`src/sv/drt_pkg.sv`:
```
`timescale 1ns / 1ps

package drt_pkg;

	// Width of the stored bounds and of the clipped coordinates
	localparam int BoundWidth = 14;
	// Width of the reported box origin
	localparam int OrgWidth = 13;
	// Largest usable resolution; larger register values saturate here
	localparam logic [BoundWidth-1:0] MaxRes = 14'd8192;

	// Default width of the incoming rectangle fields
	localparam int DefCoordWidth = 16;

	// Configuration port
	localparam int CfgIdxWidth = 1;
	localparam int CfgDataWidth = 14;
	localparam logic [CfgIdxWidth-1:0] REG_SCREEN_WIDTH = 1'd0;
	localparam logic [CfgIdxWidth-1:0] REG_SCREEN_HEIGHT = 1'd1;

	localparam logic [CfgDataWidth-1:0] ResetScreenWidth = 14'd1024;
	localparam logic [CfgDataWidth-1:0] ResetScreenHeight = 14'd768;

	// Action codes
	localparam logic ACT_MARK = 1'b0;
	localparam logic ACT_TAKE = 1'b1;

	// Clipped rectangle handed from the clip logic to the bounds tracker
	typedef struct packed {
		logic                  keep;
		logic [BoundWidth-1:0] x;
		logic [BoundWidth-1:0] y;
		logic [BoundWidth-1:0] xe;
		logic [BoundWidth-1:0] ye;
	} drt_rect_t;

	// Box as reported on a take
	typedef struct packed {
		logic                  has;
		logic [OrgWidth-1:0]   x;
		logic [OrgWidth-1:0]   y;
		logic [BoundWidth-1:0] w;
		logic [BoundWidth-1:0] h;
	} drt_box_t;

endpackage

```
`src/sv/drt_if.sv`:
```
`timescale 1ns / 1ps

// Request channel: one mark or take word
interface drt_req_if #(
	parameter int COORD_WIDTH = 16
);
	logic                   valid;
	logic                   ready;
	logic                   action;
	logic [COORD_WIDTH-1:0] rect_x;
	logic [COORD_WIDTH-1:0] rect_y;
	logic [COORD_WIDTH-1:0] rect_w;
	logic [COORD_WIDTH-1:0] rect_h;

	modport source (output valid, action, rect_x, rect_y, rect_w, rect_h, input ready);
	modport sink (input valid, action, rect_x, rect_y, rect_w, rect_h, output ready);
endinterface

// Response channel: one box word per take
interface drt_rsp_if;
	logic        valid;
	logic        ready;
	logic        has_region;
	logic [12:0] box_x;
	logic [12:0] box_y;
	logic [13:0] box_w;
	logic [13:0] box_h;

	modport source (output valid, has_region, box_x, box_y, box_w, box_h, input ready);
	modport sink (input valid, has_region, box_x, box_y, box_w, box_h, output ready);
endinterface

```
`src/sv/drt_clip.sv`:
```
`timescale 1ns / 1ps

module drt_clip
	import drt_pkg::*;
#(
	parameter int COORD_WIDTH = DefCoordWidth
) (
	input  logic [CfgDataWidth-1:0] screen_width,
	input  logic [CfgDataWidth-1:0] screen_height,
	input  logic [COORD_WIDTH-1:0]  rect_x,
	input  logic [COORD_WIDTH-1:0]  rect_y,
	input  logic [COORD_WIDTH-1:0]  rect_w,
	input  logic [COORD_WIDTH-1:0]  rect_h,
	output drt_rect_t               rect
);

	logic [BoundWidth-1:0]  xres;
	logic [BoundWidth-1:0]  yres;
	logic [COORD_WIDTH:0]   xe_full;
	logic [COORD_WIDTH:0]   ye_full;

	// Saturate the resolution
	assign xres = (screen_width > MaxRes) ? MaxRes : screen_width;
	assign yres = (screen_height > MaxRes) ? MaxRes : screen_height;

	// End edges without wrap
	assign xe_full = {1'b0, rect_x} + {1'b0, rect_w};
	assign ye_full = {1'b0, rect_y} + {1'b0, rect_h};

	// Drop empty rectangles and those starting off screen; clip the far edges
	always_comb begin
		rect.keep = (rect_w != '0) && (rect_h != '0) &&
			(rect_x < COORD_WIDTH'(xres)) && (rect_y < COORD_WIDTH'(yres));
		rect.x = rect_x[BoundWidth-1:0];
		rect.y = rect_y[BoundWidth-1:0];
		rect.xe = (xe_full > (COORD_WIDTH+1)'(xres)) ? xres : xe_full[BoundWidth-1:0];
		rect.ye = (ye_full > (COORD_WIDTH+1)'(yres)) ? yres : ye_full[BoundWidth-1:0];
	end

endmodule

```
`src/sv/drt_bounds.sv`:
```
`timescale 1ns / 1ps

module drt_bounds
	import drt_pkg::*;
(
	input  logic      clk,
	input  logic      arst_n,
	input  logic      mark,
	input  logic      take,
	input  drt_rect_t rect,
	output drt_box_t  box
);

	logic                  dirty_q;
	logic [BoundWidth-1:0] left_q;
	logic [BoundWidth-1:0] top_q;
	logic [BoundWidth-1:0] right_q;
	logic [BoundWidth-1:0] bottom_q;
	logic                  has;

	// Dirty box state: start or union on a kept mark, clear flag on take
	always_ff @(posedge clk or negedge arst_n) begin
		if (!arst_n) begin
			dirty_q <= 1'b0;
			left_q <= '0;
			top_q <= '0;
			right_q <= '0;
			bottom_q <= '0;
		end else if (take) begin
			dirty_q <= 1'b0;
		end else if (mark && rect.keep) begin
			dirty_q <= 1'b1;
			if (!dirty_q || rect.x < left_q) left_q <= rect.x;
			if (!dirty_q || rect.y < top_q) top_q <= rect.y;
			if (!dirty_q || rect.xe > right_q) right_q <= rect.xe;
			if (!dirty_q || rect.ye > bottom_q) bottom_q <= rect.ye;
		end
	end

	// Box seen by a take
	assign has = dirty_q && (left_q < right_q) && (top_q < bottom_q);

	always_comb begin
		box.has = has;
		box.x = has ? left_q[OrgWidth-1:0] : '0;
		box.y = has ? top_q[OrgWidth-1:0] : '0;
		box.w = has ? (right_q - left_q) : '0;
		box.h = has ? (bottom_q - top_q) : '0;
	end

endmodule

```
`src/sv/dirty_region_tracker.sv`:
```
`timescale 1ns / 1ps

// Dirty region tracker. Each req word either marks a rectangle dirty or takes
// the pending box. Marks that are empty or start off screen are dropped, the
// rest are clipped to the screen size and merged into the box by min/max union.
// A take returns one rsp word with the box (all zero when nothing is pending)
// and clears the pending state. One word is accepted every cycle unless the
// input stalls: a word is held in the input stage, where the clip and the four
// bound compares run, and a take's box then goes to the output register. Only
// a take blocked by a full output register not being read stalls the input.
// The user must write screen size through cfg while idle; the block does not check.
module dirty_region_tracker
	import drt_pkg::*;
#(
	parameter int COORD_WIDTH = DefCoordWidth
) (
	input  logic                    clk,
	input  logic                    arst_n,
	input  logic                    cfg_we,
	input  logic [CfgIdxWidth-1:0]  cfg_index,
	input  logic [CfgDataWidth-1:0] cfg_data,
	drt_req_if.sink                 req,
	drt_rsp_if.source               rsp
);

	logic [CfgDataWidth-1:0] screen_width_q;
	logic [CfgDataWidth-1:0] screen_height_q;

	logic                   valid_s1;
	logic                   action_s1;
	logic [COORD_WIDTH-1:0] rect_x_s1;
	logic [COORD_WIDTH-1:0] rect_y_s1;
	logic [COORD_WIDTH-1:0] rect_w_s1;
	logic [COORD_WIDTH-1:0] rect_h_s1;

	logic      adv_s1;
	logic      take;
	logic      mark;
	drt_rect_t rect;
	drt_box_t  box;

	logic     out_valid_q;
	drt_box_t out_q;

	// Configuration registers
	always_ff @(posedge clk or negedge arst_n) begin
		if (!arst_n) begin
			screen_width_q <= ResetScreenWidth;
			screen_height_q <= ResetScreenHeight;
		end else if (cfg_we) begin
			case (cfg_index)
				REG_SCREEN_WIDTH: screen_width_q <= cfg_data;
				REG_SCREEN_HEIGHT: screen_height_q <= cfg_data;
				default: ;
			endcase
		end
	end

	// Stage 1 leaves when it holds a word, unless that word is a take and the output register is full and not being read
	assign adv_s1 = valid_s1 && (action_s1 == ACT_MARK || !out_valid_q || rsp.ready);
	assign req.ready = !valid_s1 || adv_s1;
	assign take = adv_s1 && (action_s1 == ACT_TAKE);
	assign mark = adv_s1 && (action_s1 == ACT_MARK);

	// Input stage
	always_ff @(posedge clk or negedge arst_n) begin
		if (!arst_n) begin
			valid_s1 <= 1'b0;
		end else if (req.ready) begin
			valid_s1 <= req.valid;
		end
	end

	always_ff @(posedge clk) begin
		if (req.valid && req.ready) begin
			action_s1 <= req.action;
			rect_x_s1 <= req.rect_x;
			rect_y_s1 <= req.rect_y;
			rect_w_s1 <= req.rect_w;
			rect_h_s1 <= req.rect_h;
		end
	end

	drt_clip #(
		.COORD_WIDTH(COORD_WIDTH)
	) u_clip (
		.screen_width(screen_width_q),
		.screen_height(screen_height_q),
		.rect_x(rect_x_s1),
		.rect_y(rect_y_s1),
		.rect_w(rect_w_s1),
		.rect_h(rect_h_s1),
		.rect(rect)
	);

	drt_bounds u_bounds (
		.clk(clk),
		.arst_n(arst_n),
		.mark(mark),
		.take(take),
		.rect(rect),
		.box(box)
	);

	// Output register
	always_ff @(posedge clk or negedge arst_n) begin
		if (!arst_n) begin
			out_valid_q <= 1'b0;
		end else if (take) begin
			out_valid_q <= 1'b1;
		end else if (rsp.ready) begin
			out_valid_q <= 1'b0;
		end
	end

	always_ff @(posedge clk) begin
		if (take) begin
			out_q <= box;
		end
	end

	assign rsp.valid = out_valid_q;
	assign rsp.has_region = out_q.has;
	assign rsp.box_x = out_q.x;
	assign rsp.box_y = out_q.y;
	assign rsp.box_w = out_q.w;
	assign rsp.box_h = out_q.h;

	// A take that leaves stage 1 always shows up on the response side
	a_take_out: assert property (@(posedge clk) disable iff (!arst_n)
		take |=> rsp.valid)
		else $error("take did not produce a response word");

	// A reported region is never degenerate
	a_region_size: assert property (@(posedge clk) disable iff (!arst_n)
		(rsp.valid && rsp.has_region) |-> (rsp.box_w != '0 && rsp.box_h != '0))
		else $error("region reported with zero size");

	// No region means an all-zero box
	a_no_region: assert property (@(posedge clk) disable iff (!arst_n)
		(rsp.valid && !rsp.has_region) |->
			(rsp.box_x == '0 && rsp.box_y == '0 && rsp.box_w == '0 && rsp.box_h == '0))
		else $error("empty response carries a nonzero box");

	// A waiting response is never overwritten by another take
	a_no_overrun: assert property (@(posedge clk) disable iff (!arst_n)
		(rsp.valid && !rsp.ready) |-> !take)
		else $error("response overwritten while stalled");

endmodule
```
`src/flat_wrapper.sv`:
```
// flat-port wrapper written by rule: the top's interface ports become plain ports
module dirty_region_tracker_flat import drt_pkg::*;
#(
	parameter int COORD_WIDTH = DefCoordWidth
)
  (clk, arst_n, cfg_we, cfg_index, cfg_data, req_valid, req_action, req_rect_x, req_rect_y, req_rect_w, req_rect_h, req_ready, rsp_valid, rsp_has_region, rsp_box_x, rsp_box_y, rsp_box_w, rsp_box_h, rsp_ready);
  drt_req_if #(.COORD_WIDTH(COORD_WIDTH)) req_i ();
  drt_rsp_if rsp_i ();
  input  logic clk;
  input  logic arst_n;
  input  logic cfg_we;
  input  logic [CfgIdxWidth-1:0] cfg_index;
  input  logic [CfgDataWidth-1:0] cfg_data;
  input wire logic [$bits(req_i.valid)-1:0] req_valid;
  input wire logic [$bits(req_i.action)-1:0] req_action;
  input wire logic [$bits(req_i.rect_x)-1:0] req_rect_x;
  input wire logic [$bits(req_i.rect_y)-1:0] req_rect_y;
  input wire logic [$bits(req_i.rect_w)-1:0] req_rect_w;
  input wire logic [$bits(req_i.rect_h)-1:0] req_rect_h;
  output wire logic [$bits(req_i.ready)-1:0] req_ready;
  output wire logic [$bits(rsp_i.valid)-1:0] rsp_valid;
  output wire logic [$bits(rsp_i.has_region)-1:0] rsp_has_region;
  output wire logic [$bits(rsp_i.box_x)-1:0] rsp_box_x;
  output wire logic [$bits(rsp_i.box_y)-1:0] rsp_box_y;
  output wire logic [$bits(rsp_i.box_w)-1:0] rsp_box_w;
  output wire logic [$bits(rsp_i.box_h)-1:0] rsp_box_h;
  input wire logic [$bits(rsp_i.ready)-1:0] rsp_ready;
  assign req_i.valid = req_valid;
  assign req_i.action = req_action;
  assign req_i.rect_x = req_rect_x;
  assign req_i.rect_y = req_rect_y;
  assign req_i.rect_w = req_rect_w;
  assign req_i.rect_h = req_rect_h;
  assign req_ready = req_i.ready;
  assign rsp_valid = rsp_i.valid;
  assign rsp_has_region = rsp_i.has_region;
  assign rsp_box_x = rsp_i.box_x;
  assign rsp_box_y = rsp_i.box_y;
  assign rsp_box_w = rsp_i.box_w;
  assign rsp_box_h = rsp_i.box_h;
  assign rsp_i.ready = rsp_ready;
  dirty_region_tracker #(.COORD_WIDTH(COORD_WIDTH)) u_core (.clk(clk), .arst_n(arst_n), .cfg_we(cfg_we), .cfg_index(cfg_index), .cfg_data(cfg_data), .req(req_i), .rsp(rsp_i));
endmodule
```
`config.mk`:
```
export PLATFORM = sky130hd
export DESIGN_NAME = dirty_region_tracker_flat
export DESIGN_NICKNAME = d
export VERILOG_FILES = /design/src/sv/drt_pkg.sv /design/src/sv/drt_if.sv /design/src/sv/drt_clip.sv /design/src/sv/drt_bounds.sv /design/src/sv/dirty_region_tracker.sv /design/src/flat_wrapper.sv
export SDC_FILE = /design/constraint.sdc
export NUM_CORES = 1
export LEC_CHECK = 0
export BUFFER_PORTS_ARGS = -buffer_cell sky130_fd_sc_hd__buf_2
export CAP_MARGIN = 5
export CELL_PAD_IN_SITES_DETAIL_PLACEMENT = 1
export CELL_PAD_IN_SITES_GLOBAL_PLACEMENT = 1
export CORE_MARGIN = 1.5
export CORE_UTILIZATION = 51
export DETAILED_ROUTE_END_ITERATION = 10
export PLACE_DENSITY_LB_ADDON = 0.1
export SYNTH_ARGS = -nofsm -noshare
export SYNTH_HDL_FRONTEND = slang
export SYNTH_SLANG_ARGS = --single-unit
```
`constraint.sdc`:
```
create_clock -name clk -period 12.15 [get_ports clk]
set_input_delay 3.0375 -clock clk [delete_from_list [all_inputs] [get_ports clk]]
set_output_delay 3.0375 -clock clk [all_outputs]
set_load 0.05 [all_outputs]
```
==> flow_metrics.py <==
metrics = {
    "status": {
        "status": "complete, no violations",
    },
    "clock_network": {
        "cts_root_buf": "clkbuf_16",
        "ctsLongestPathBuffers": 3,
        "numCtsBuffers": 24,
        "clkSinkCount": 207,
        "cts_repair_resize_count": 0,
        "cts_tree": "built",
        "cts_setup_buffers": 0,
        "worstSkewPairLatency_ps": 540,
        "holdBufCountCts": 0,
        "h-tree-depth": 1,
        "clkTransAtPathRegs_ps": 60,
    },
    "sta": {
        "worstMarginPinSlew_ps": 1185,
        "finalClockSkew_ps": 17.75,
        "slew_headroom": 0.2057,
        "drv_slew": 0,
        "rsz0062_at_grt": "false",
        "tns_ps": 0,
        "min_period_over_period": 0.5804,
        "setup_viol": 0,
        "max_freq_ghz": 0.1418,
        "hold_viol": 0,
        "fin_crit_ps": 7052,
    },
    "floorplanning": {
        "floorplan.initialDensity": 0.5197,
        "die_area_sq_mm": 0.02663,
        "core_area_sq_mm": 0.02518,
        "rows": 58,
        "io_pins": 142,
        "die_h_microns": 163.2,
        "chipWidth_microns": 163.2,
    },
    "grt": {
        "track_usage": 0.2666,
        "grt_max_degree": 77,
        "grt_pass1_wl_microns": 55280,
        "antenna_found_initial": 0,
        "grt_overflow": 0,
        "grt_pass1_vias": 10350,
    },
    "detailed_routing": {
        "wire_per_inst_microns": 20.67,
        "first_pass_iters": 5,
        "ant_nets": 0,
        "drt_wl_total_microns": 34730,
        "vias": 9855,
        "drc": 0,
        "first_iter_violations": 500,
        "routed_via_density": 5.866,
    },
    "power": {
        "seq_power_share": 0.358,
        "p_int_uw": 1561,
        "pwr-share-clk": 0.275,
        "power_density_mw_per_mm2": 163.7,
        "leakagePower_uw": 0.006556,
        "vdd_drop_max_mv": 0.1109,
        "combPwrFrac": 0.367,
        "swShare": 0.3618,
        "total_power_uw": 2446,
        "p_sw_uw": 885.2,
    },
    "synth": {
        "yosys.area.top_type_share": 0.2754,
        "synth_top_cell_by_area": "edfxtp_1",
        "ys_warn_count": 0,
        "synth_area_sq_mm": 0.01309,
        "synth_flop_cell": "edfxtp_1",
        "ys_ff_latch": 207,
        "netlist_top_cells_area": "edfxtp_1 (28%), dfrtp_1 (16%), ha_1 (16%)",
        "synth-edff-count": 120,
        "ys_seq_area_frac": 0.4420,
        "async_reset_ff_frac": 0.4203,
        "synth_nets": 1434,
        "synth.distinct_cells": 62,
        "avgSynthCellArea_sq_um": 11.12,
        "syn_inst": 1177,
    },
    "place": {
        "placed_cells": 1636,
        "portBuffers": 141,
        "gp_congestion": 0.9088,
        "dp.final_hpwl_microns": 27350,
    },
    "critical_path": {
        "crit_fanout": 14,
        "path_class": "reg -> reg",
        "startpoint": "u_core.rect_x_s1[0]$_DFFE_PP_",
        "endpoint": "u_core.u_bounds.right_q[4]$_DFFE_PN0P_",
        "reg2reg_to": "u_core.u_bounds.right_q[4]$_DFFE_PN0P_",
        "arrival_ps": 7460,
        "worstReg2RegStart": "u_core.rect_x_s1[0]$_DFFE_PP_",
        "cp-start-kind": "flop",
        "reg2regPathDepth": 24,
        "reg2reg_setup_slack_ps": 5100,
        "worstPathRequired_ps": 12560,
        "cp-end-kind": "flop",
    },
    "cells_and_area": {
        "insertedDiodeCount": 0,
        "drive_above_1_share": 0.2230,
        "nets": 1590,
        "fillCellCount": 2770,
        "final_cell_count_no_fill": 1680,
        "syn_to_final_growth_pct": 14.20,
    },
    "worst_hold_path": {
        "hold_depth": 1,
        "holdCritPathClass": "reg -> reg",
    },
    "flow_run": {
        "cap_violations": 0,
    },
}
## state kept, by name (all words and copies together) (netlist names), 13 cells and up
name                      flops
u_core.rsp.box_y             13
u_core.u_bounds.right_q      14
u_core.rect_h_s1             16
u_core.rect_x_s1             16
u_core.rsp.box_w             14
u_core.rect_y_s1             16
u_core.u_bounds.bottom_q     14
u_core.rsp.box_h             14
u_core.rect_w_s1             16
u_core.screen_height_q       14
u_core.u_bounds.left_q       14
u_core.screen_width_q        14
u_core.rsp.box_x             13
u_core.u_bounds.top_q        14
## layout by cell type (no fill, tap or decap), drive strengths merged, types with 5 or more instances in the layout
cell	count
clkinv	12
mux2i	11
nor3	56
nor2	61
buf	153
o2111ai	6
nor4	23
and4	6
nand3	18
xor2	15
a2111oi	6
edfxtp	120
nand3b	5
o211ai	7
a41oi	5
a211oi	12
dfrtp	84
and3	8
mux2	101
nor4b	6
a31oi	9
a21o	31
ha	168
xnor2	16
nor2b	36
a21oi	48
clkbuf	28
or3	5
nand2b	10
nand4	19
nand2	48
inv	103
o21a	14
o21ai	51
## synth_stat cells (14+ instances only)
library cell	number
xnor2_1	16
nand2_1	48
nand4_1	19
nor2b_1	36
a21o_1	31
ha_1	168
nand3_1	18
mux2_2	96
o21a_1	14
inv_1	103
edfxtp_1	120
dfrtp_1	84
xor2_1	15
o21ai_0	49
nor4_1	23
a21oi_1	48
nor2_1	61
clkbuf_1	19
nor3_1	56
## layout make-up
cell class              count  area [sq um]  share of cell area
clock buffers              28         615.6             0.04119
clock inverters            15         108.9            0.007284
inverters                 103         386.6             0.02587
multi-input cells         844          6834              0.4573
flip-flops and latches    207          5784              0.3871
well taps                 330         412.9             0.02763
repair buffers            153         802.0             0.05367
## worst min path at each step
stage,start,endpoint
after floorplan,u_core.u_bounds.top_q[13]$_DFFE_PN0P_,u_core.u_bounds.top_q[13]$_DFFE_PN0P_
after global placement,u_core.u_bounds.top_q[11]$_DFFE_PN0P_,u_core.u_bounds.top_q[11]$_DFFE_PN0P_
after detailed placement,u_core.u_bounds.top_q[3]$_DFFE_PN0P_,u_core.u_bounds.top_q[3]$_DFFE_PN0P_
after CTS,u_core.u_bounds.top_q[3]$_DFFE_PN0P_,u_core.u_bounds.top_q[3]$_DFFE_PN0P_
after global routing,u_core.u_bounds.top_q[2]$_DFFE_PN0P_,u_core.u_bounds.top_q[2]$_DFFE_PN0P_
final,u_core.u_bounds.top_q[3]$_DFFE_PN0P_,u_core.u_bounds.top_q[3]$_DFFE_PN0P_
## critical path, cell delays in order (launching register included)
cell	delay [ps]
edfxtp_1	440
ha_1	260
fa_1	430
a211oi_1	270
nor2b_1	140
o21ai_0	170
nand2_1	80
xor2_1	270
ha_1	320
a21o_1	170
a21o_1	170
a211oi_1	270
o2111ai_1	140
a211oi_1	210
or4b_1	840
mux2i_1	430
ha_1	310
nor2b_1	130
o21ai_0	130
a21oi_1	80
a2111oi_0	390
o21ai_0	200
o2111ai_1	420
buf_4	300
mux2_2	340
## metrics by stage
stage	utilization	setup WS [ps]	hold WS, ps	area [sq um]
after floorplan	-	5490	479.4	13090
after global placement	0.5642	5267	486.7	14210
after detailed placement	0.5642	4888	494.3	14210
after CTS	0.5930	4841	507.2	14930
after global routing	0.5935	4600	524.5	14940
final	0.5935	5098	506.0	14940
## power by group through the flow
stage / Combinational, uW / Sequential [uW] / Clock (uW)
after floorplan: 637 / 888 / 0
after global placement: 851 / 882 / 0
after detailed placement: 883 / 888 / 0
after CTS: 893 / 875 / 689
after global routing: 997 / 884 / 711
final: 897 / 876 / 673
## metal layers
| metal | global-route usage | vias up | share of wire |
|---|---|---|---|
| li1 | - | 4699 | - |
| met4 | 0.06756 | 0 | 0.023 |
| met5 | 0 | - | 0 |
| met3 | 0.02717 | 49 | 0.036 |
| met1 | 0.3709 | 4914 | 0.47 |
| met2 | 0.4451 | 193 | 0.47 |
## cells by family (layout without fill, tap and decap cells)
group / Yosys count / after routing / share of synthesized area
AND/OR/NAND/NOR: 313 / 313 / 0.1258
AO/OA/AOI/OAI: 216 / 216 / 0.1099
flip-flops: 207 / 207 / 0.4420
adder cells (fa/ha/maj): 172 / 172 / 0.1667
buffers and inverters: 126 / 299 / 0.03805
multiplexers: 112 / 112 / 0.09676
XOR/XNOR: 31 / 31 / 0.02075
Power figures use the tool's default switching activity.
